$ cat src/rtl/core/jscg_ram.sv
// Generic single-write, single-read RAM with registered read data.
`default_nettype none
module jscg_ram #(
  parameter int WIDTH = 32,
  parameter int DEPTH = 64
) (
  input  wire logic                     clk,
  input  wire logic                     we,
  input  wire logic [$clog2(DEPTH)-1:0] waddr,
  input  wire logic [WIDTH-1:0]         wdata,
  input  wire logic [$clog2(DEPTH)-1:0] raddr,
  output      logic [WIDTH-1:0]         rdata
);

  logic [WIDTH-1:0] mem [DEPTH];

  // Write port and registered read port.
  always_ff @(posedge clk) begin
    if (we) begin
      mem[waddr] <= wdata;
    end
    rdata <= mem[raddr];
  end

endmodule
`default_nettype wire

$ cat config.mk
export PLATFORM = sky130hd
export DESIGN_NAME = jscg_ram
export DESIGN_NICKNAME = d
export VERILOG_FILES = /design/src/rtl/core/jscg_ram.sv
export SDC_FILE = /design/constraint.sdc
export NUM_CORES = 2
export LEC_CHECK = 0
export BUFFER_PORTS_ARGS = -buffer_cell sky130_fd_sc_hd__buf_4
export CORE_MARGIN = 10
export CORE_UTILIZATION = 55
export CTS_CLUSTER_DIAMETER = 50
export CTS_CLUSTER_SIZE = 25
export DETAILED_ROUTE_END_ITERATION = 10
export PLACE_DENSITY = 0.71
export SLEW_MARGIN = 20
export SYNTH_ARGS = -nofsm -noshare
export SYNTH_HDL_FRONTEND = slang
export SYNTH_SLANG_ARGS = --single-unit
$ cat constraint.sdc
create_clock -name clk -period 8.38 [get_ports clk]
set_input_delay 2.514 -clock clk [delete_from_list [all_inputs] [get_ports clk]]
set_output_delay 2.514 -clock clk [all_outputs]
set_load 0.01 [all_outputs]
# Word level (Yosys, flattened, before mapping)
# Memory sizes are Yosys's and may differ from the RTL's. A register that Yosys moved wholly into a read port is not among the register bits.
# Cells that the tools add are included.
totals:
  mem_bits_rw: 2048
  register_bits: 0
  out_inout_bits: 32
  word_cells: 3
  mem_count: 1
  input_bits: 46
classes:
  mux: 2
mem_list:
  columns: ["name", "words", "word_bits", "read_ports", "rd_clocked_by_memory_dff", "wr", "line", "text"]
  rows:
  - ["mem", 64, 32, 1, 1, 1, "15", "logic [WIDTH-1:0] mem [DEPTH];"]
op_table:
  columns: ["operator", "n"]
  rows:
  - ["two-way mux 1 bit", 2]

# Depth between registers and ports, before layout
logic_depth:
  ltp_word: 2
  ltp_mapped: 10
  mapped_depth_nobuf: 5

# Worst setup path before layout
# No wires, ideal clock.
synth_path:
  kind: "input -> register"
  start: "in waddr[3]"
  end: "mem mem[48][0] (enable)"
  arrival_ns: 5.213
  path_stages: 4
  setup_slack_ns: 2.706
  setup_ns: 0.461
  path_buffers: 1
  required_time_ns: 7.919
  cell_sequence: "clkbuf_1 nor2b_1 nand4b_1 nor3_1"
synth_lines:
  columns: ["item", "line", "text"]
  rows:
  - ["from (decl)", "9", "input wire logic [$clog2(DEPTH)-1:0] waddr,"]
  - ["to (decl)", "15", null]
# No word-level cell before the write port.

==> results.json <==
{
  "cp.required_ns": 9.02,
  "fmax_mhz": 185,
  "arrival_ns": 6.04,
  "rsz0062_at_grt": "false",
  "worst_pin_slew_ns": 1.19,
  "leakage_uw": 0.0270,
  "std_cell_rows": 138,
  "min_from": "mem[12][8]",
  "multiInputGateArea_sq_mm": 0.0160,
  "crit_path_cell_trace": "buf_8 > buf_4 > mux4_2 > nor2b_1 > a21oi_1 > a311oi_1 > nor3_1",
  "slew_headroom_pct": 20.4,
  "grt_pass1_wl_microns": 278000,
  "start_util_pct": 55.4,
  "globalRoute.totalOverflow": 0,
  "slowest_stage": "a311oi_1",
  "routed_via_density": 6.67,
  "area_delta_synth_final_pct": 11.4,
  "fin_crit_ns": 5.40,
  "worstHoldPathType": "register to register",
  "ir_worst_vdd_v": 0.000310,
  "finalMaxSlewViolations": 0,
  "ant_nets": 0,
  "ys_seq_area_share_pct": 79.1,
  "first_pass_iters": 6,
  "drtIter0Drc": 5345,
  "design_area_sq_mm": 0.0874,
  "synth_edf_count": 2048,
  "end_kind": "register",
  "grt_max_degree": 97,
  "globalplace.congestion": 0.825,
  "groute.usage.overall_pct": 24.9,
  "post_cts_buffers": 0,
  "htreeDepth": 4,
  "async_flop_share_pct": 0,
  "netlist-cell-type-count": 34,
  "io_pins": 78,
  "cts_buffers": 148,
  "io_buffers": 77,
  "num-nets-final": 3533,
  "worstHoldEndpoint": "rdata[8]",
  "avgSynthCellArea_sq_um": 23.6,
  "hpwl_microns": 106000,
  "post-route-period-util_pct": 64.5,
  "syn-instance-count": 3324,
  "r2r_start": "mem[46][5]",
  "cts_buffer_depth": 3,
  "syn_area_sq_mm": 0.0785,
  "die_y_microns": 398,
  "reg2reg_slack_ns": 5.74,
  "critPathKind": "primary input to register",
  "max_cap_violations": 0,
  "regToRegEndpoint": "rdata[5]",
  "core_sq_mm": 0.142,
  "cts-root-buf": "clkbuf_16",
  "holdPathStages": 4,
  "cp-start-kind": "primary input",
  "tns_ns": 0,
  "clk_pin_slew_ns": 0.08,
  "ys_seq_elements": 2080,
  "ctsHoldBuffers": 0,
  "worst_r2r_path_depth": 4,
  "place_area_sq_mm": 0.0821,
  "critPathMaxFanout": 73,
  "outcome": "completed",
  "cts.sinks": 2080,
  "cts_resized": 0,
  "setup_viol": 0,
  "synth.yosys.warnings": 0,
  "die-area_sq_mm": 0.158,
  "fin_skew_ns": 0.0381,
  "max_stage_delay_ns": 0.97,
  "antenna_found_initial": 23,
  "post_drt_wl_per_cell_microns": 35.4,
  "syn-num-nets": 3370,
  "wl_microns": 195000,
  "clk-insertion-delay-late_ns": 0.82,
  "powerDensity_mw_per_mm2": 233,
  "hold_viol_final": 0,
  "regArea_sq_mm": 0.0621,
  "drc_errors": 0,
  "fillers": 9357,
  "die_x_microns": 398,
  "final_layout_size_suffix_gt1_share_pct": 29.9,
  "grt_pass1_vias": 36800,
  "tritoncts": "done",
  "num_vias": 36800,
  "ys.flop_type": "edfxtp_1"
}
-- worst max path at each step --
stage                         from         end  slack [ns]  depth (start not counted)
after detailed placement  raddr[0]   rdata[17]        2.16                          7
after CTS                 raddr[0]   rdata[17]        3.03                          7
after floorplan           waddr[3]  mem[48][0]        2.71                          4
after global placement    raddr[0]   rdata[20]        2.13                          7
after global routing      raddr[0]   rdata[17]        2.82                          7
final                     raddr[0]   rdata[17]        2.98                          7
-- stage by stage --
stage               worst slack, ns  instances  power [uW]  hold slack, ns  util [%]
finish                         2.98       5511       20400           0.884      61.7
CTS                            3.03       5504       20500           0.882      61.7
detailed placement             2.16       5227       12900           0.867      57.9
global placement               2.13       5227       12900           0.809      57.9
global route                   2.82       5505       20900           0.980      61.7
floorplan                      2.71       3324       12300           0.663         -
-- power breakdown --
part           total, uW  internal, uW  switching, uW  leakage (uW)
clock               7720          3800           3920       0.00255
sequential         11600         11500           57.2        0.0187
combinational       1100           397            701       0.00571
total              20400         15700           4680        0.0270
-- synth_stat cells, types with 8 or more instances --
| cell | instances | area (sq um) |
|---|---|---|
| o221ai_1 | 27 | 236 |
| nand2_1 | 26 | 97.6 |
| edfxtp_1 | 2048 | 61500 |
| a21oi_1 | 62 | 310 |
| a22oi_1 | 12 | 90.1 |
| nor2_1 | 137 | 514 |
| clkbuf_1 | 74 | 278 |
| buf_4 | 25 | 188 |
| dfxtp_1 | 32 | 641 |
| buf_2 | 57 | 285 |
| buf_1 | 21 | 78.8 |
| o22ai_1 | 84 | 526 |
| mux4_2 | 544 | 12300 |
| mux2i_1 | 93 | 931 |
| nand2b_1 | 8 | 50.1 |
| a311oi_1 | 8 | 70.1 |
| nor2b_1 | 15 | 93.8 |
-- state kept, by name, indices dropped and copies added, names as in the netlist --
name / count
rdata: 32
mem: 2048
-- layout make-up --
class,count,share of cell area (%)
sequential,2080,71.1
multi-input combinational,1062,18.3
clock buffer,156,4.39
tap,1890,2.70
timing repair buffer,195,1.86
clock inverter,121,1.66
antenna,7,0.0200
-- metal layers --
layer,vias to the layer above,global-route usage [%],routed length [microns]
met5,-,0,36
met3,368,5.05,21400
li1,14600,-,-
met2,2161,38.7,93700
met4,6,9.51,7970
met1,19600,35.1,72200
-- placed cells by master (no fill, tap or decap), types with 26 or more instances in the layout --
cell / count
nor2_1: 75
edfxtp_1: 2048
nor2_4: 62
dfxtp_1: 32
mux2i_1: 93
mux4_2: 544
nand2_1: 26
o221ai_1: 27
clkbuf_16: 153
a21oi_1: 62
buf_4: 180
o22ai_1: 84
-- worst max-delay path: cells and delay by family --
family,cells,cell delay (ns)
AOI/OAI and AO/OA,2,1.02
buffers and inverters,2,1.48
muxes,1,0.60
and+or+nand+nor,2,0.32
-- logic make-up (layout without fill, tap and decap cells) --
logic type,count (synthesis),count (layout),share of synthesized area (%)
flops,2080,2080,79.1
other cells,0,7,0
buf+inv,182,472,1.13
simple gates,223,223,1.27
compound gates,202,202,1.67
mux,637,637,16.8
Power figures use the tool's default switching activity.
