### src/rtl/core/jscg_pkg.sv
// Shared constants, result type and saturating Q48.16 helpers for the solver.
`default_nettype none
package jscg_pkg;

  // Input actions.
  localparam logic [1:0] ACT_LOAD_MAT = 2'd0;
  localparam logic [1:0] ACT_LOAD_RHS = 2'd1;
  localparam logic [1:0] ACT_START    = 2'd2;

  // Result status codes.
  localparam logic [1:0] STATUS_CONVERGED = 2'd0;
  localparam logic [1:0] STATUS_LIMIT     = 2'd1;
  localparam logic [1:0] STATUS_ZERO_DEN  = 2'd2;

  // Configuration register indexes.
  localparam logic [1:0] REG_SIZE  = 2'd0;
  localparam logic [1:0] REG_MAXIT = 2'd1;
  localparam logic [1:0] REG_TOL   = 2'd2;

  localparam logic [63:0] Q_MAX = 64'h7FFF_FFFF_FFFF_FFFF;
  localparam logic [63:0] Q_MIN = 64'h8000_0000_0000_0000;

  // Status and result returned by an arithmetic unit.
  typedef struct packed {
    logic        done;
    logic [63:0] value;
  } unit_result_t;

  // Saturating signed 64-bit add.
  function automatic logic [63:0] sat_add(input logic [63:0] a, input logic [63:0] b);
    logic [63:0] s;
    s = a + b;
    if (a[63] == b[63] && s[63] != a[63]) begin
      return a[63] ? Q_MIN : Q_MAX;
    end
    return s;
  endfunction

  // Saturating signed negate.
  function automatic logic [63:0] sat_neg(input logic [63:0] a);
    return (a == Q_MIN) ? Q_MAX : (64'd0 - a);
  endfunction

  // Absolute value as an unsigned magnitude.
  function automatic logic [63:0] magnitude(input logic [63:0] a);
    return a[63] ? (64'd0 - a) : a;
  endfunction

  // Signed result from a magnitude, saturated on overflow.
  function automatic logic [63:0] from_mag(input logic [63:0] m, input logic neg,
                                           input logic over);
    if (over || m[63]) begin
      return neg ? Q_MIN : Q_MAX;
    end
    return neg ? (64'd0 - m) : m;
  endfunction

endpackage
`default_nettype wire

### src/rtl/core/jscg_mul.sv
// Iterative Q48.16 multiplier: four 32x32 partial products, saturated result.
`default_nettype none
module jscg_mul import jscg_pkg::*; (
  input  wire logic         clk,
  input  wire logic         rst,
  input  wire logic         start,
  input  wire logic [63:0]  a,
  input  wire logic [63:0]  b,
  output      unit_result_t res
);

  typedef enum logic [2:0] {
    MS_IDLE = 3'b001,
    MS_RUN  = 3'b010,
    MS_DONE = 3'b100
  } mul_state_t;

  mul_state_t   state;
  logic [2:0]   cnt;
  logic [63:0]  ma;
  logic [63:0]  mb;
  logic         neg;
  logic [63:0]  pp;
  logic [1:0]   psh;
  logic [127:0] acc;
  logic [31:0]  ax;
  logic [31:0]  bx;
  logic [127:0] pp_shifted;

  // Operand halves for the current partial product.
  always_comb begin
    ax = (cnt == 3'd2 || cnt == 3'd3) ? ma[63:32] : ma[31:0];
    bx = (cnt == 3'd1 || cnt == 3'd3) ? mb[63:32] : mb[31:0];
    unique case (psh)
      2'd0:    pp_shifted = {64'd0, pp};
      2'd1:    pp_shifted = {32'd0, pp, 32'd0};
      default: pp_shifted = {pp, 64'd0};
    endcase
  end

  // Product in the first stage, accumulate in the second.
  always_ff @(posedge clk) begin
    if (rst) begin
      state <= MS_IDLE;
      cnt   <= '0;
    end else begin
      unique case (state)
        MS_IDLE: begin
          if (start) begin
            ma    <= magnitude(a);
            mb    <= magnitude(b);
            neg   <= a[63] ^ b[63];
            acc   <= '0;
            cnt   <= '0;
            state <= MS_RUN;
          end
        end
        MS_RUN: begin
          if (cnt < 3'd4) begin
            pp  <= 64'(ax) * 64'(bx);
            psh <= (cnt == 3'd0) ? 2'd0 : ((cnt == 3'd3) ? 2'd2 : 2'd1);
          end
          if (cnt != 3'd0) begin
            acc <= acc + pp_shifted;
          end
          cnt <= cnt + 3'd1;
          if (cnt == 3'd4) begin
            state <= MS_DONE;
          end
        end
        MS_DONE: state <= MS_IDLE;
        default: state <= MS_IDLE;
      endcase
    end
  end

  assign res.done  = (state == MS_DONE);
  assign res.value = from_mag(acc[79:16], neg, |acc[127:80]);

endmodule
`default_nettype wire

### config.mk
export PLATFORM = sky130hd
export DESIGN_NAME = jscg_mul
export DESIGN_NICKNAME = d
export VERILOG_FILES = /design/src/rtl/core/jscg_pkg.sv /design/src/rtl/core/jscg_mul.sv
export SDC_FILE = /design/constraint.sdc
export NUM_CORES = 2
export LEC_CHECK = 0
export ABC_CLOCK_PERIOD_IN_PS = 33700
export BUFFER_PORTS_ARGS = -buffer_cell sky130_fd_sc_hd__buf_2
export CAP_MARGIN = 25
export CELL_PAD_IN_SITES_DETAIL_PLACEMENT = 0
export CELL_PAD_IN_SITES_GLOBAL_PLACEMENT = 1
export CORE_UTILIZATION = 30
export CTS_CLUSTER_DIAMETER = 100
export DETAILED_ROUTE_END_ITERATION = 16
export GPL_TIMING_DRIVEN = 0
export PLACE_DENSITY = 0.6
export RECOVER_POWER = 50
export SYNTH_ARGS = -nofsm -noshare
export SYNTH_HDL_FRONTEND = slang
export SYNTH_SLANG_ARGS = --single-unit
### constraint.sdc
create_clock -name clk -period 33.7 [get_ports clk]
set_clock_uncertainty 0.1 [all_clocks]
set_input_delay 5.055 -clock clk [delete_from_list [all_inputs] [get_ports clk]]
set_output_delay 5.055 -clock clk [all_outputs]
set_load 0.005 [all_outputs]
# Yosys cells after proc, flatten, opt, wreduce, memory -nomap -nowiden
# Index checks and enable logic that the tools add are counted.
# op_classes
n_reduce_logical	13
shift	0
n_bitwise	2
mul	1
n_eq_ne	11
mux	19
add_sub_neg	5
div_mod_pow	0
order_cmp	1
# ops
cell	n
one-hot mux 128 bit (2 select lines)	2
2-to-1 mux 128 bit	2
2-to-1 mux 64 bit	4
subtractor 1 x 64 -> 64 bit, first input constant	3
adder 128 bit	1
2-to-1 mux 63 bit	2
multiplier 32 x 32 -> 64 bit	1
2-to-1 mux 32 bit	2
OR reduction 48 bit	1
one-hot mux 3 bit (2 select lines)	2
equality test 3 x 2 -> 1 bit, second input constant	3
2-to-1 mux 3 bit	3
equality test 3 x 1 -> 1 bit, second input constant	2
equality test 3 bit, second input constant	2
inequality test 2 bit, second input constant	3
AND reduction 3 bit	2
AND reduction 2 bit	2
AND reduction 4 bit	1
adder 3 x 1 -> 3 bit, second input constant	1
zero test 3 bit	1
logical OR 1 bit	3
less-than comparator 3 bit, second input constant	1
nonzero test 3 bit	1
equality test 2 x 1 -> 1 bit, second input constant	1
6 further kinds	6
# totals
elab_cells	62
in_bits	131
register_bits	329
romBits	0
mem_count	0
latchBits	0
ramBits	0

# Logic depth before layout (Yosys ltp)
# depth
ltp_word	5
mapped_depth	35

# Least setup slack after synthesis
# No wires, ideal clock.
# synth_timing
path_type	input to register
from	input port rst
to	register ma[0], enable pin
setup_time_ps	775
arrival_ps	14025
setup_slack_ps	18800
stages	2
path_cell_list	clkbuf_1 nor3_1
# synth_via
elab_chain_len	2
# synth_rtl
item	line_no	text
start, declared	jscg_mul.sv:5	input wire logic rst,
NOT 1 bit (no source line)	-	
AND reduction 3 bit (no source line)	-	
end signal, assigned	jscg_mul.sv:50	ma <= magnitude(a);
end, declared	jscg_mul.sv:20	logic [63:0] ma;
# No other way between the ends.
# A chain may end at the register's enable or synchronous reset.

# Worst setup path in the final report
# layout_timing
from	register cnt[0]
to	register pp[57], data pin
# layout_via
elab_chain_len	4
word_cells_on_any_way	8
classes_between	mul (1); eq/ne (3); mux (2); reduce/logical (2)
# layout_rtl
item	line_no	text
start, declared	jscg_mul.sv:19	logic [2:0] cnt;
start signal, assigned	jscg_mul.sv:66	cnt <= cnt + 3'd1;
equality test 3 x 2 -> 1 bit (tied with other cells)	jscg_mul.sv:32	ax = (cnt == 3'd2 || cnt == 3'd3) ? ma[63:32] : ma[31:0];
logical OR 1 bit (on tied branches)	jscg_mul.sv:32, jscg_mul.sv:33	
2-to-1 mux 32 bit (on tied branches)	jscg_mul.sv:32, jscg_mul.sv:33	
multiplier 32 x 32 -> 64 bit *	jscg_mul.sv:60	pp <= 64'(ax) * 64'(bx);
end signal, assigned	jscg_mul.sv:60	
end, declared	jscg_mul.sv:23	logic [63:0] pp;
# Every way passes the cells marked *; elsewhere a longest branch is shown, timed or not.

==> parameters.txt <==
Parameter                              Value

Floorplanning
  Width of the die    444 um
  Starting density of the core    30.3%
  Overall die area    0.197 mm^2
  Placeable Area    slightly below 0.2 mm^2
  Die Span Y    444 um
  Top-level I/O count    196
  Row count    161

STA
  Fin. Hold Viols    0
  Setup_tns    0 ns
  Time the worst path needs with I/O delays and setup    12.84 ns
  Worst Slack Setup Final    20.86 ns
  Count of final max-slew check failures    44
  Setup Viol. Count Final    0
  Slew margin rel.    -22.3%
  Period utilisation layout    38.1%
  Slew at the pin closest to its max-slew limit    1.83 ns
  Setup repair after global routing missed its margin    no
  Highest clock rate    77.9 MHz

Clock tree
  Clock input transition at the sequential cells of the worst setup and hold paths    0.06 ns
  Post-CTS Setup Bufs    0
  Depth of the CTS H-tree    2
  Cell chosen for the clock root    sky130_fd_sc_hd__clkbuf_16
  CTS Buf Count    40
  Clock latency of the later-clocked register in the worst-skew pair    0.67 ns
  Deepest clock path buffer count    3
  Resize count post-CTS    0
  Cts-stage hold buffer count    0
  Total clock sinks    329
  Clock tree from TritonCTS    yes

Critical path
  Number of cells on the critical path    33
  Critical path class    reg2reg
  Type of element launching the critical path    flop
  Largest delay share family, worst path    adder cells
  Largest incremental delay on the critical path    0.92 ns
  Endpoint type of the worst setup path    flop
  Critical-path cell with the highest stage delay    sky130_fd_sc_hd__mux2i_4
  Crit path top cell by count    sky130_fd_sc_hd__fa_1
  CP max FO    10
  Number of cells traversed by the worst register-to-register path    33
  Required time at the worst-slack endpoint    33.98 ns
  CP Buf/Inv Count    11
  Worst path arrival time    13.11 ns

GRT
  Global-route wire length before repair    between 300000 and 400000 um
  Number of global-route vias before repair    51200
  Global router's overall resource usage    26.2%
  GR Overflow Total    0
  Maximum number of pins on one net before global-route repair    29
  Initial antenna violation count    5

Cells and area
  Leading cell type in the layout, fill and taps excluded    sky130_fd_sc_hd__inv_1
  Number of inserted filler cells in the final layout    20400
  Number of nets in the finished design    approximately 8400
  Commonest cells after routing, fill and taps aside    sky130_fd_sc_hd__inv_1, sky130_fd_sc_hd__nor2_1, sky130_fd_sc_hd__fa_1, sky130_fd_sc_hd__nand2_1, sky130_fd_sc_hd__ha_1
  Fraction of layout cells with a size suffix above 1    6.73%
  P&R area growth vs syn    11.2%

Yosys
  Dominant combinational cell family by area after synthesis    adder cells
  Portion of netlist area occupied by mux cells    2.93%
  Fraction of the mapped netlist area in compound gates    11.6%
  Fraction of synthesis flops using an asynchronous set or reset pin    0%
  Distinct cell type count after synthesis    83
  Xor and xnor area share after synthesis    around 4.3%
  Gate count of the mapped netlist    ~6700
  Number of flip-flops and latches in the synthesized netlist    329
  Cell area after synthesis    0.0587 mm^2
  Post-synthesis simple-gate area fraction    17.0%
  Area share of fa/ha/maj cells after synthesis    39.1%
  Main synth FF type    sky130_fd_sc_hd__edfxtp_1
  Proportion of synthesized chip area in sequential cells    16.7%
  Number of synthesis warnings    0
  Avg Synthesized Cell Area    8.79 um^2
  Net count of the mapped netlist    8098
  Number of synthesized flops with an enable pin    323

Placement
  Port Buffer Count    193
  Worst setup slack after placement    between 20 and 25 ns
  DP Wirelength    222000 um
  Gp weighted congestion    1.01

Routing
  DR WL/cell    between 20 and 30 um
  Routed vias    a little over 50000
  Total iterations of the first detailed-routing run    6
  Number of antenna-violating nets in the routed design    0
  Routed Wire Length    roughly 260000 um
  First-iteration detailed-routing DRC count    around 4500
  Residual DRC count    0
  Routed vias/inst    5.31

Worst hold path
  Min-delay worst type    reg2reg
  Number of cells on the worst hold path    2

Run
  Number of maximum-capacitance violations    4

Run status
  Violated checks    max-capacitance violations, max-slew violations
  Outcome    finished with violations
-- synthesized netlist by cell type, types with 31 or more instances --
| library cell | n | area (um^2) |
|---|---|---|
| sky130_fd_sc_hd__inv_1 | 949 | 3560 |
| sky130_fd_sc_hd__nor2_1 | 941 | 3530 |
| sky130_fd_sc_hd__fa_1 | 897 | 18000 |
| sky130_fd_sc_hd__nand2_1 | 694 | 2610 |
| sky130_fd_sc_hd__ha_1 | 397 | 4970 |
| sky130_fd_sc_hd__edfxtp_1 | 323 | 9700 |
| sky130_fd_sc_hd__clkbuf_1 | 317 | 1190 |
| sky130_fd_sc_hd__a21oi_1 | 299 | 1500 |
| sky130_fd_sc_hd__o21ai_0 | 239 | 1200 |
| sky130_fd_sc_hd__xnor2_1 | 224 | 1960 |
| sky130_fd_sc_hd__a21o_1 | 109 | 818 |
| sky130_fd_sc_hd__nand4_1 | 109 | 682 |
| sky130_fd_sc_hd__nor3_1 | 105 | 526 |
| sky130_fd_sc_hd__mux2i_1 | 101 | 1010 |
| sky130_fd_sc_hd__and2_1 | 75 | 469 |
| sky130_fd_sc_hd__xor2_1 | 65 | 569 |
| sky130_fd_sc_hd__o21bai_1 | 64 | 480 |
| sky130_fd_sc_hd__mux2_2 | 63 | 709 |
| sky130_fd_sc_hd__or3_1 | 59 | 369 |
| sky130_fd_sc_hd__o31ai_1 | 51 | 383 |
| sky130_fd_sc_hd__nand3_1 | 50 | 250 |
| sky130_fd_sc_hd__nor4_1 | 41 | 257 |
| sky130_fd_sc_hd__o21a_1 | 40 | 300 |
| sky130_fd_sc_hd__o311ai_0 | 37 | 324 |
| sky130_fd_sc_hd__a22o_1 | 32 | 280 |
| sky130_fd_sc_hd__or2_2 | 31 | 194 |
-- cell families after synthesis --
| logic type | Yosys count |
|---|---|
| simple gates | 2249 |
| buf+inv | 1295 |
| fa+ha+maj | 1294 |
| compound gates | 1053 |
| flops | 329 |
| xor+xnor | 289 |
| mux | 164 |
-- layout make-up --
| cell class | instances | area (um^2) | share of cell area (%) |
|---|---|---|---|
| repair buffers | 281 | 1900 | 2.90 |
| well taps | 2526 | 3160 | 4.84 |
| clock buffers | 51 | 1070 | 1.64 |
| clock inverters | 20 | 299 | 0.458 |
| plain buffers | 346 | 1310 | 2.00 |
| diodes | 8 | 20.0 | 0.0307 |
| inverters | 949 | 3560 | 5.46 |
| flip-flops and latches | 329 | 9820 | 15.0 |
| multi-input cells | 5049 | 44100 | 67.6 |
-- tightest hold or removal path: cells and delay by family, from the launching register on --
kind	cells	cell delay, ns
AND/OR/NAND/NOR	2	0.18
flip-flops	1	0.34
-- worst paths after layout --
check,start,to,slack [ns]
max,cnt[0],pp[57],20.86
min reg2reg,cnt[2],state[2],0.46
min,cnt[2],state[2],0.46
max reg2reg,cnt[0],pp[57],20.86
-- registers in the layout, indices dropped and copies added, names as in the netlist --
register and cells:
neg 1, psh 2, pp 64, cnt 3, state 3, acc 128, mb 64, ma 64
-- metal layers --
metal	routed length, um	global-route usage, %
met1	109000	33.9
met2	117000	41.7
met3	19200	4.60
met4	16900	13.8
met5	178	0
-- stage by stage --
stage                     util [%]  instance area (um^2)  instances  hold WS, ns
final                         33.8                 65300       9559        0.459
after floorplan                  -                 58700       6673        0.379
after detailed placement      33.1                 64000       9476        0.447
after global placement        32.5                 62800       9392        0.420
after global routing          33.7                 65300       9551        0.486
after CTS                     33.8                 65400       9547        0.456
Power is left out: the tool's default activity adds up to more than one toggle a clock period on the data nets, which glitch-free logic cannot reach.
