### src/rtl/core/jscg_pkg.sv
// Shared constants, result type and saturating Q48.16 helpers for the solver.
`default_nettype none
package jscg_pkg;

  // Input actions.
  localparam logic [1:0] ACT_LOAD_MAT = 2'd0;
  localparam logic [1:0] ACT_LOAD_RHS = 2'd1;
  localparam logic [1:0] ACT_START    = 2'd2;

  // Result status codes.
  localparam logic [1:0] STATUS_CONVERGED = 2'd0;
  localparam logic [1:0] STATUS_LIMIT     = 2'd1;
  localparam logic [1:0] STATUS_ZERO_DEN  = 2'd2;

  // Configuration register indexes.
  localparam logic [1:0] REG_SIZE  = 2'd0;
  localparam logic [1:0] REG_MAXIT = 2'd1;
  localparam logic [1:0] REG_TOL   = 2'd2;

  localparam logic [63:0] Q_MAX = 64'h7FFF_FFFF_FFFF_FFFF;
  localparam logic [63:0] Q_MIN = 64'h8000_0000_0000_0000;

  // Status and result returned by an arithmetic unit.
  typedef struct packed {
    logic        done;
    logic [63:0] value;
  } unit_result_t;

  // Saturating signed 64-bit add.
  function automatic logic [63:0] sat_add(input logic [63:0] a, input logic [63:0] b);
    logic [63:0] s;
    s = a + b;
    if (a[63] == b[63] && s[63] != a[63]) begin
      return a[63] ? Q_MIN : Q_MAX;
    end
    return s;
  endfunction

  // Saturating signed negate.
  function automatic logic [63:0] sat_neg(input logic [63:0] a);
    return (a == Q_MIN) ? Q_MAX : (64'd0 - a);
  endfunction

  // Absolute value as an unsigned magnitude.
  function automatic logic [63:0] magnitude(input logic [63:0] a);
    return a[63] ? (64'd0 - a) : a;
  endfunction

  // Signed result from a magnitude, saturated on overflow.
  function automatic logic [63:0] from_mag(input logic [63:0] m, input logic neg,
                                           input logic over);
    if (over || m[63]) begin
      return neg ? Q_MIN : Q_MAX;
    end
    return neg ? (64'd0 - m) : m;
  endfunction

endpackage
`default_nettype wire

### src/rtl/core/jscg_div.sv
// Iterative Q48.16 divider: one quotient bit per cycle, 80 quotient bits in all.
`default_nettype none
module jscg_div import jscg_pkg::*; (
  input  wire logic         clk,
  input  wire logic         rst,
  input  wire logic         start,
  input  wire logic [63:0]  num,
  input  wire logic [63:0]  den,
  output      unit_result_t res
);

  typedef enum logic [2:0] {
    DS_IDLE = 3'b001,
    DS_RUN  = 3'b010,
    DS_DONE = 3'b100
  } div_state_t;

  div_state_t  state;
  logic [6:0]  cnt;
  logic [79:0] dvd;
  logic [63:0] dm;
  logic [63:0] rem;
  logic [63:0] q;
  logic        over;
  logic        neg;
  logic [63:0] rem_sh;
  logic        take;

  // Shift in the next dividend bit and test against the divisor.
  always_comb begin
    rem_sh = {rem[62:0], dvd[79]};
    take   = rem[63] || (rem_sh >= dm);
  end

  always_ff @(posedge clk) begin
    if (rst) begin
      state <= DS_IDLE;
      cnt   <= '0;
    end else begin
      unique case (state)
        DS_IDLE: begin
          if (start) begin
            dvd   <= {magnitude(num), 16'd0};
            dm    <= magnitude(den);
            neg   <= num[63] ^ den[63];
            rem   <= '0;
            q     <= '0;
            over  <= 1'b0;
            cnt   <= 7'd80;
            state <= DS_RUN;
          end
        end
        DS_RUN: begin
          dvd  <= {dvd[78:0], 1'b0};
          over <= over | q[63];
          rem  <= take ? (rem_sh - dm) : rem_sh;
          q    <= {q[62:0], take};
          cnt  <= cnt - 7'd1;
          if (cnt == 7'd1) begin
            state <= DS_DONE;
          end
        end
        DS_DONE: state <= DS_IDLE;
        default: state <= DS_IDLE;
      endcase
    end
  end

  assign res.done  = (state == DS_DONE);
  assign res.value = from_mag(q, neg, over);

endmodule
`default_nettype wire

### config.mk
export PLATFORM = sky130hd
export DESIGN_NAME = jscg_div
export DESIGN_NICKNAME = d
export VERILOG_FILES = /design/src/rtl/core/jscg_pkg.sv /design/src/rtl/core/jscg_div.sv
export SDC_FILE = /design/constraint.sdc
export NUM_CORES = 1
export LEC_CHECK = 0
export CELL_PAD_IN_SITES_DETAIL_PLACEMENT = 1
export CELL_PAD_IN_SITES_GLOBAL_PLACEMENT = 2
export CORE_UTILIZATION = 40
export CTS_BUF_LIST = sky130_fd_sc_hd__clkbuf_8 sky130_fd_sc_hd__clkbuf_16
export DETAILED_ROUTE_END_ITERATION = 7
export DONT_BUFFER_PORTS = 1
export PLACE_DENSITY = 0.91
export SYNTH_ARGS = -nofsm -noshare
export SYNTH_HDL_FRONTEND = slang
export SYNTH_SLANG_ARGS = --single-unit
### constraint.sdc
create_clock -name clk -period 7.3 [get_ports clk]
set_clock_uncertainty 0.05 [all_clocks]
set_input_delay 0.365 -clock clk [delete_from_list [all_inputs] [get_ports clk]]
set_output_delay 0.365 -clock clk [all_outputs]
set_load 0.01 [all_outputs]
After elaboration in Yosys (flattened, before gate mapping)
Cells that the tools add are included. Widths: inputs -> output; s select.

Add/sub/neg operators: 5. Bitwise gates (word level): 3. Multiplexer cells: 20. $lt $le $gt $ge: 1. Reduce and logical (&&, ||, !) cells: 7. Equality and inequality tests: 6.

Operators by type and width (count): $mux 64 (7); $pmux 64 s2 (2); $sub 1x64->64 const A (3); $pmux 80 s2 (1); $mux 80 (1); $ge 64x64->1 (1); $sub 64x64->64 (1); $mux 63 (1); $pmux 7 s2 (1); $eq 7x1->1 const B (1); $mux 7 (1); $sub 7x1->7 const B (1); $mux 3 (2); $pmux 3 s2 (1); $reduce_and 3->1 (2); $ne 2x2->1 const B (2); $reduce_and 2->1 (2); $eq 3x1->1 const B (1); $eq 3x2->1 const B (1); $eq 3x3->1 const B (1); $logic_or 1x1->1 (2); $mux 1 (2); $pmux 1 s2 (1); $reduce_bool 2->1 (1); 3 further kinds (3).

Register bits after elaboration: 284.

Logic depth before layout (Yosys ltp)
Gate-level depths: netlist of run 1.

Depth in word-level cells: 4. Gate-level depth with buffers: 15. Mapped depth without buffers: 13.

Worst setup path after synthesis of run 1
OpenSTA, ideal clock, no wires.

Path type: register to register. From: register state[2]. To: register dvd[16], enable pin. Period minus slack after synthesis: 5939 ps. Slack: 1361 ps. Library setup time: 545 ps. Path buffers: 2. Stages on the path, launching flop included: 8. Data arrival time: 5343 ps. Path through: dfxtp_1 nor2_1 and2_1 clkbuf_1 clkbuf_1 nor2_1 or2_2 inv_1.

Cells in the longest elaborated chain, start to end: 3. Elaborated cells between the ends (all ways): 5. Classes of those cells: 3 x eq/ne; 2 x reduce/logical.

RTL lines: from (decl) (RTL line jscg_div.sv:18) `div_state_t state;`; from (signal assigned) (RTL line jscg_div.sv:37) `state <= DS_IDLE;`; from (signal assigned) (RTL line jscg_div.sv:50) `state <= DS_RUN;`; from (signal assigned) (RTL line jscg_div.sv:60) `state <= DS_DONE;`; $eq 3x1->1 or $eq 3x2->1 (tied branches) (RTL line jscg_div.sv:40) `unique case (state)`; $ne 2x2->1 (no source line) or $reduce_bool 2->1 (tied branches); $reduce_and 3->1 (no source line) (*); to (signal assigned) (RTL line jscg_div.sv:43) `dvd <= {magnitude(num), 16'd0};`; to (signal assigned) (RTL line jscg_div.sv:54) `dvd <= {dvd[78:0], 1'b0};`; to (decl) (RTL line jscg_div.sv:20) `logic [79:0] dvd;`.

Every way passes the cells marked *; elsewhere a longest branch is shown, timed or not. A chain may end at the register's enable or synchronous reset.

==> impl_results.md, run 1 <==
* Status: finished, final reports clean
* Synth top area cells: edfxtp_1 (41%), nand2_1 (5.3%), a21oi_1 (5.1%)
* Mapped Cells at between 2000 and 2500
* Max-cap violations at 0
* DRT iter0 DRCs at approximately 930
* Post-synth EDFFs at roughly 260
* Routed WL at 56.1 mm
* Die X at approximately 220 um
* Post-synth top area cell: edfxtp_1
* Starting Density at between 40% and 50%
* Yosys Warn Count at 0
* Clock share of power at around 40%
* Maximum VDD drop at approximately 0.15 mV
* Remaining global-route overflow at 0
* Nets at 2344
* Distinct cell type count after synthesis at 69
* Global-route wire length before repair at 88.5 mm
* Skew-Pair Late Insertion Delay at ~0.55 ns
* Fmax at 202 MHz
* Clock Sinks at 268
* Proportion of layout cells with a drive suffix above 1 at under 10%
* CP Capture Type: output port
* Post-synthesis sequential area ratio at roughly 42%
* Combinational power share at between 10% and 20%
* Fin. max-slew vios at 0
* Sw power at roughly 0.0012 W
* Sw frac at between 20% and 30%
* Syn Area/Cell at slightly below 9 sq um
* Post-Syn Nets at approximately 2300
* Final ANT Viol Nets at 0
* Avg Vias per Cell at between 5 and 6
* FF+latch area at between 0.007 and 0.008 sq mm
* Initial antenna violation count at 1
* Pre-Repair DR Iteration Count at 6
* CP Class: reg -> out
* Vias in the first global route at 16200
* Cell Int Power at between 0.003 and 0.004 W
* Commonest non-fill, non-tap cell in the layout: nand2_1
* Full die area at between 0.04 and 0.05 sq mm
* Synthesis-to-finish area growth at 11.7%
* Worst EP arrival at around 4.5 ns
* Most frequent cells in the layout: nand2_1 (265), edfxtp_1 (258), nor2_1 (197)
* Finish-stage setup viols at 0
* Mapped cell area at ~0.019 sq mm
* Area of the multi-input gates at about 0.010 sq mm
* CTS Buffer Depth at 3
* Setup TNS at 0 ns
* CTS tree: built
* Max-Slew Margin vs Limit at roughly 23%
* LEAKAGE at approximately 7.7 nW
* Largest net degree at the start of global routing at about 130
* Final HPWL DP at 38.1 mm
* CP Max Fanout at 8
* Startpoint type of the worst setup path: flop
* Ys flop type: edfxtp_1
* Core area at about 0.046 sq mm
* Clock transition at path regs at around 0.06 ns
* Final period util at between 60% and 70%
* Via count at about 16000
* Yosys top cell area share at a little over 40%
* Yosys reg bits at 268
* Final Critical Period at just under 5 ns
* Fin Hold WS at about 0.038 ns
* Gpl congestion at 0.866
* Htree depth at 2
* Hold Vio Cnt, Final at 0
* Pwr Density at approximately 200 mW/mm^2
* Die height at ~220 um
* I/O pin total at ~200
* Filler cell count at roughly 5400
* Worst path required time at ~6.9 ns
* RSZ-0062 raised after global routing: false
* DRC errors left at 0
* Num CTS Buffers at 35
* Worst Hold Class: in -> reg
* Flop pwr share at between 40% and 50%
* Tightest Pin Transition at around 1.2 ns
* Root buf cell: clkbuf_16
* Port Buf Inserts at 0
* WL/cell at approximately 20 um
* Overall Global Routing Usage at a little under a quarter
* Num rows at 79
* Ys async rst share at 0%
==> synthesized netlist by cell type, types with 5 or more instances <==
cell and number:
nand4_1 30, o21bai_1 8, nand2b_1 22, o21ai_0 157
o22a_1 7, o31ai_1 41, xnor2_1 100, nor2b_1 5
and3_1 64, nor4_1 23, nand3b_1 6, o41ai_1 12
dfxtp_1 10, o211ai_1 9, ha_1 69, edfxtp_1 258
mux2i_1 11, a2111oi_0 5, nor2_1 199, nand3_1 33
inv_1 98, clkbuf_1 112, xor2_1 80, or2_2 15
or4_1 34, or3_1 44, nand2_1 267, nor3_1 63
a21boi_0 6, a21o_1 28, a21oi_1 193, o22ai_1 34
a211oi_1 22, a31oi_1 19
==> metrics by stage <==
step	instance area, sq um	setup WS (ns)	total power [W]	utilization, %	std cells
6_report	21000	2.35	0.00426	45.2	2776
4_1_cts	21000	2.33	0.00430	45.2	2775
5_1_grt	21000	2.03	0.00444	45.2	2776
3_3_place_gp	19300	2.87	0.00253	41.4	2649
3_5_place_dp	19300	2.77	0.00256	41.4	2649
2_1_floorplan	18800	1.36	0.00239	-	2148
==> final timing paths <==
kind,from,endpoint,slack (ns),cells past startpoint
max,q[26]$_SDFFCE_PN0P_,res[52],2.35,9
min,den[63],dm[31]$_DFFE_PP_,0.04,2
max reg2reg,state[2]$_SDFFE_PP0P_,rem[7]$_SDFFCE_PN0P_,3.01,7
min reg2reg,cnt[6]$_SDFFE_PP0P_,cnt[6]$_SDFFE_PP0P_,0.44,1
==> critical path, stage by stage, from the launching register on <==
cell and delay, ns:
edfxtp_1 0.48, or3_1 0.49, or4_1 0.64, nor4_2 0.41
nand2_1 0.21, or4b_2 0.73, or2_2 0.36, nor4_1 0.30
a21oi_1 0.12, o22ai_1 0.26
==> power by group through the flow <==
stage          registers [W]  clock network, W  logic (W)
6_report             0.00184           0.00170   0.000725
5_1_grt              0.00185           0.00179   0.000803
2_1_floorplan        0.00186                 0   0.000530
3_5_place_dp         0.00187                 0   0.000686
3_3_place_gp         0.00186                 0   0.000663
4_1_cts              0.00184           0.00174   0.000726
==> cell families after synthesis <==
group                      Yosys count  share of synthesized area (%)
xor gates and xnor gates           180                           8.39
and+or+nand+nor                    830                           21.4
buffers and inverters              215                           4.31
adders and majority gates           70                           4.70
AOI/OAI and AO/OA                  574                           18.4
muxes                               11                          0.586
DFF                                268                           42.3
==> metal layers <==
metal | wire length (um) | track usage [%]
met4 | 1360 | 6.97
met1 | 26100 | 31.7
met5 | 0 | 0
met3 | 2420 | 3.44
met2 | 26200 | 37.1
==> cell type report <==
| cell class | count | share of cell area [%] |
|---|---|---|
| inverter | 98 | 1.78 |
| clock buffer | 36 | 4.29 |
| timing repair buffer | 75 | 3.50 |
| sequential | 268 | 37.8 |
| clock inverter | 26 | 0.995 |
| tap | 607 | 3.62 |
| antenna | 1 | 0.0119 |
| multi-input combinational | 1665 | 48.0 |
==> registers in the layout, indices dropped and copies added, names as in the netlist <==
signal	count
dvd	64
rem	64
q	64
over	1
cnt	7
state	3
dm	64
neg	1
==> timing repair <==
action / CTS / global route
endpoints found under the hold margin: 73 / 0
gates resized for setup: 0 / 0
hold buffers: 64 / 0
buffers inserted: 0 / 0
Power figures use the tool's default switching activity.
==> run 2: changes to the inputs <==
==> constraint.sdc (replaced) <==
create_clock -name clk -period 4.6 [get_ports clk]
set_clock_uncertainty 0.05 [all_clocks]
set_input_delay 0.23 -clock clk [delete_from_list [all_inputs] [get_ports clk]]
set_output_delay 0.23 -clock clk [all_outputs]
set_load 0.01 [all_outputs]
==> impl_results.md, run 2 (synthesis results as in run 1) <==
* Status: finished, final reports clean
* Setup ws final at between 0.2 and 0.25 ns
* Synthesis-to-finish area growth at 19.0%
* Most frequent cells in the layout: nand2_1 (265), edfxtp_1 (258), nor2_1 (194)
* Nets at 2470
* CTS Buffer Depth at 3
* Largest net degree at the start of global routing at between 100 and 150
* Root buf cell: clkbuf_16
* RSZ-0062 raised after global routing: false
* Port Buf Inserts at 0
* Routed WL at approximately 60 mm
* Pwr Density at between 300 and 400 mW/mm^2
* Htree depth at 2
* Global-route wire length before repair at slightly below 100 mm
* Tightest Pin Transition at approximately 1.2 ns
* Final period util at roughly 95%
* Initial antenna violation count at 0
* Commonest non-fill, non-tap cell in the layout: nand2_1
* Proportion of layout cells with a drive suffix above 1 at 5.40%
* Startpoint type of the worst setup path: flop
* Vias in the first global route at between 15000 and 20000
* Fin. max-slew vios at 0
* CTS tree: built
* Maximum VDD drop at around 0.35 mV
* Gpl congestion at about 0.9
* Clock Sinks at between 200 and 300
* Overall Global Routing Usage at between 20% and 30%
* WL/cell at between 20 and 25 um
* Max-Slew Margin vs Limit at 19.9%
* Clock transition at path regs at ~0.060 ns
* Finish-stage setup viols at 0
* Num CTS Buffers at 36
* Via count at between 15000 and 20000
* Num rows at just under 80
* Starting Density at about two fifths
* Setup TNS at 0 ns
* Final ANT Viol Nets at 0
* Fin Hold WS at roughly 0.028 ns
* CP Capture Type: output port
* Pre-Repair DR Iteration Count at 5
* LEAKAGE at about 8.3 nW
* Remaining global-route overflow at 0
* CP Class: reg -> out
* Max-cap violations at 0
* DRC errors left at 0
* Worst path required time at about 4.3 ns
* I/O pin total at around 200
* Hold Vio Cnt, Final at 0
* Full die area at roughly 0.048 sq mm
* Die height at approximately 220 um
* Fmax at about 230 MHz
* CP Max Fanout at 7
* Core area at between 0.04 and 0.05 sq mm
* Antenna Cells at 0
* Die X at around 220 um
* R2R Setup Slk at about 0.7 ns
* Place WS at 0.380 ns
* Avg Vias per Cell at about 5.9
* Worst Hold Class: in -> reg
* Final HPWL DP at between 30 and 40 mm
* Final Critical Period at about 4.4 ns
* DRT iter0 DRCs at roughly 1400
* Worst EP arrival at roughly 4.1 ns
* Skew-Pair Late Insertion Delay at about 0.55 ns
[run 2: repair_timing]
action	CTS	global route
hold buffers	172	0
pin swaps	0	1
setup buffers	0	1
gates resized for setup	3	6
cloned	0	0
setup endpoints to repair	7	5
hold endpoints to repair	139	0
[run 2: final timing paths]
check	to	start	depth (start not counted)
setup / recovery	res[52]	q[26]$_SDFFCE_PN0P_	10
hold / removal	dvd[25]$_DFFE_PP_	num[63]	3
setup reg to reg	rem[34]$_SDFFCE_PN0P_	rem[56]$_SDFFCE_PN0P_	12
hold reg to reg	cnt[6]$_SDFFE_PP0P_	cnt[6]$_SDFFE_PP0P_	1
[run 2: per-layer routing]
metal	share of wire, %	wire length (um)	global-route usage (%)	vias up
li1	-	-	-	8116
met1	44	27400	33.5	8528
met2	48	29400	42.1	504
met3	5.2	3220	3.55	129
met4	3.0	1820	8.89	0
met5	0	0	0	-
[run 2: power breakdown]
group | switching [W] | leakage (nW) | internal, W | total, W
clock network | 0.00113 | 0.622 | 0.00170 | 0.00283
logic | 0.000789 | 5.13 | 0.000518 | 0.00131
registers | 0.0000762 | 2.51 | 0.00284 | 0.00292
total | 0.00200 | 8.27 | 0.00506 | 0.00705
[run 2: worst max-delay path, stage by stage, from the launching register on]
cell	delay [ns]
edfxtp_1	0.45
or3_4	0.44
or4_4	0.56
nor4_4	0.24
nand2_1	0.15
or4b_2	0.72
or2_2	0.38
nor4_2	0.23
nor3_1	0.09
a21oi_1	0.15
o22ai_2	0.11
[run 2: final cells by class]
| class | count | area (sq um) |
|---|---|---|
| Fill cell | 5399 | 24100 |
| Multi-Input combinational cell | 1665 | 10100 |
| Clock inverter | 26 | 210 |
| Clock buffer | 40 | 978 |
| Tap cell | 607 | 759 |
| Sequential cell | 268 | 7950 |
| Timing Repair Buffer | 200 | 1980 |
| Inverter | 98 | 372 |
[run 2: metrics by stage]
stage                     instance area (sq um)  cells  power [W]  utilization, %
after global routing                      22400   2904    0.00732            48.2
after CTS                                 22300   2903    0.00708            48.1
after floorplan                           18800   2148    0.00379               -
final                                     22400   2904    0.00705            48.2
after global placement                    19400   2665    0.00402            41.7
after detailed placement                  19400   2665    0.00406            41.7
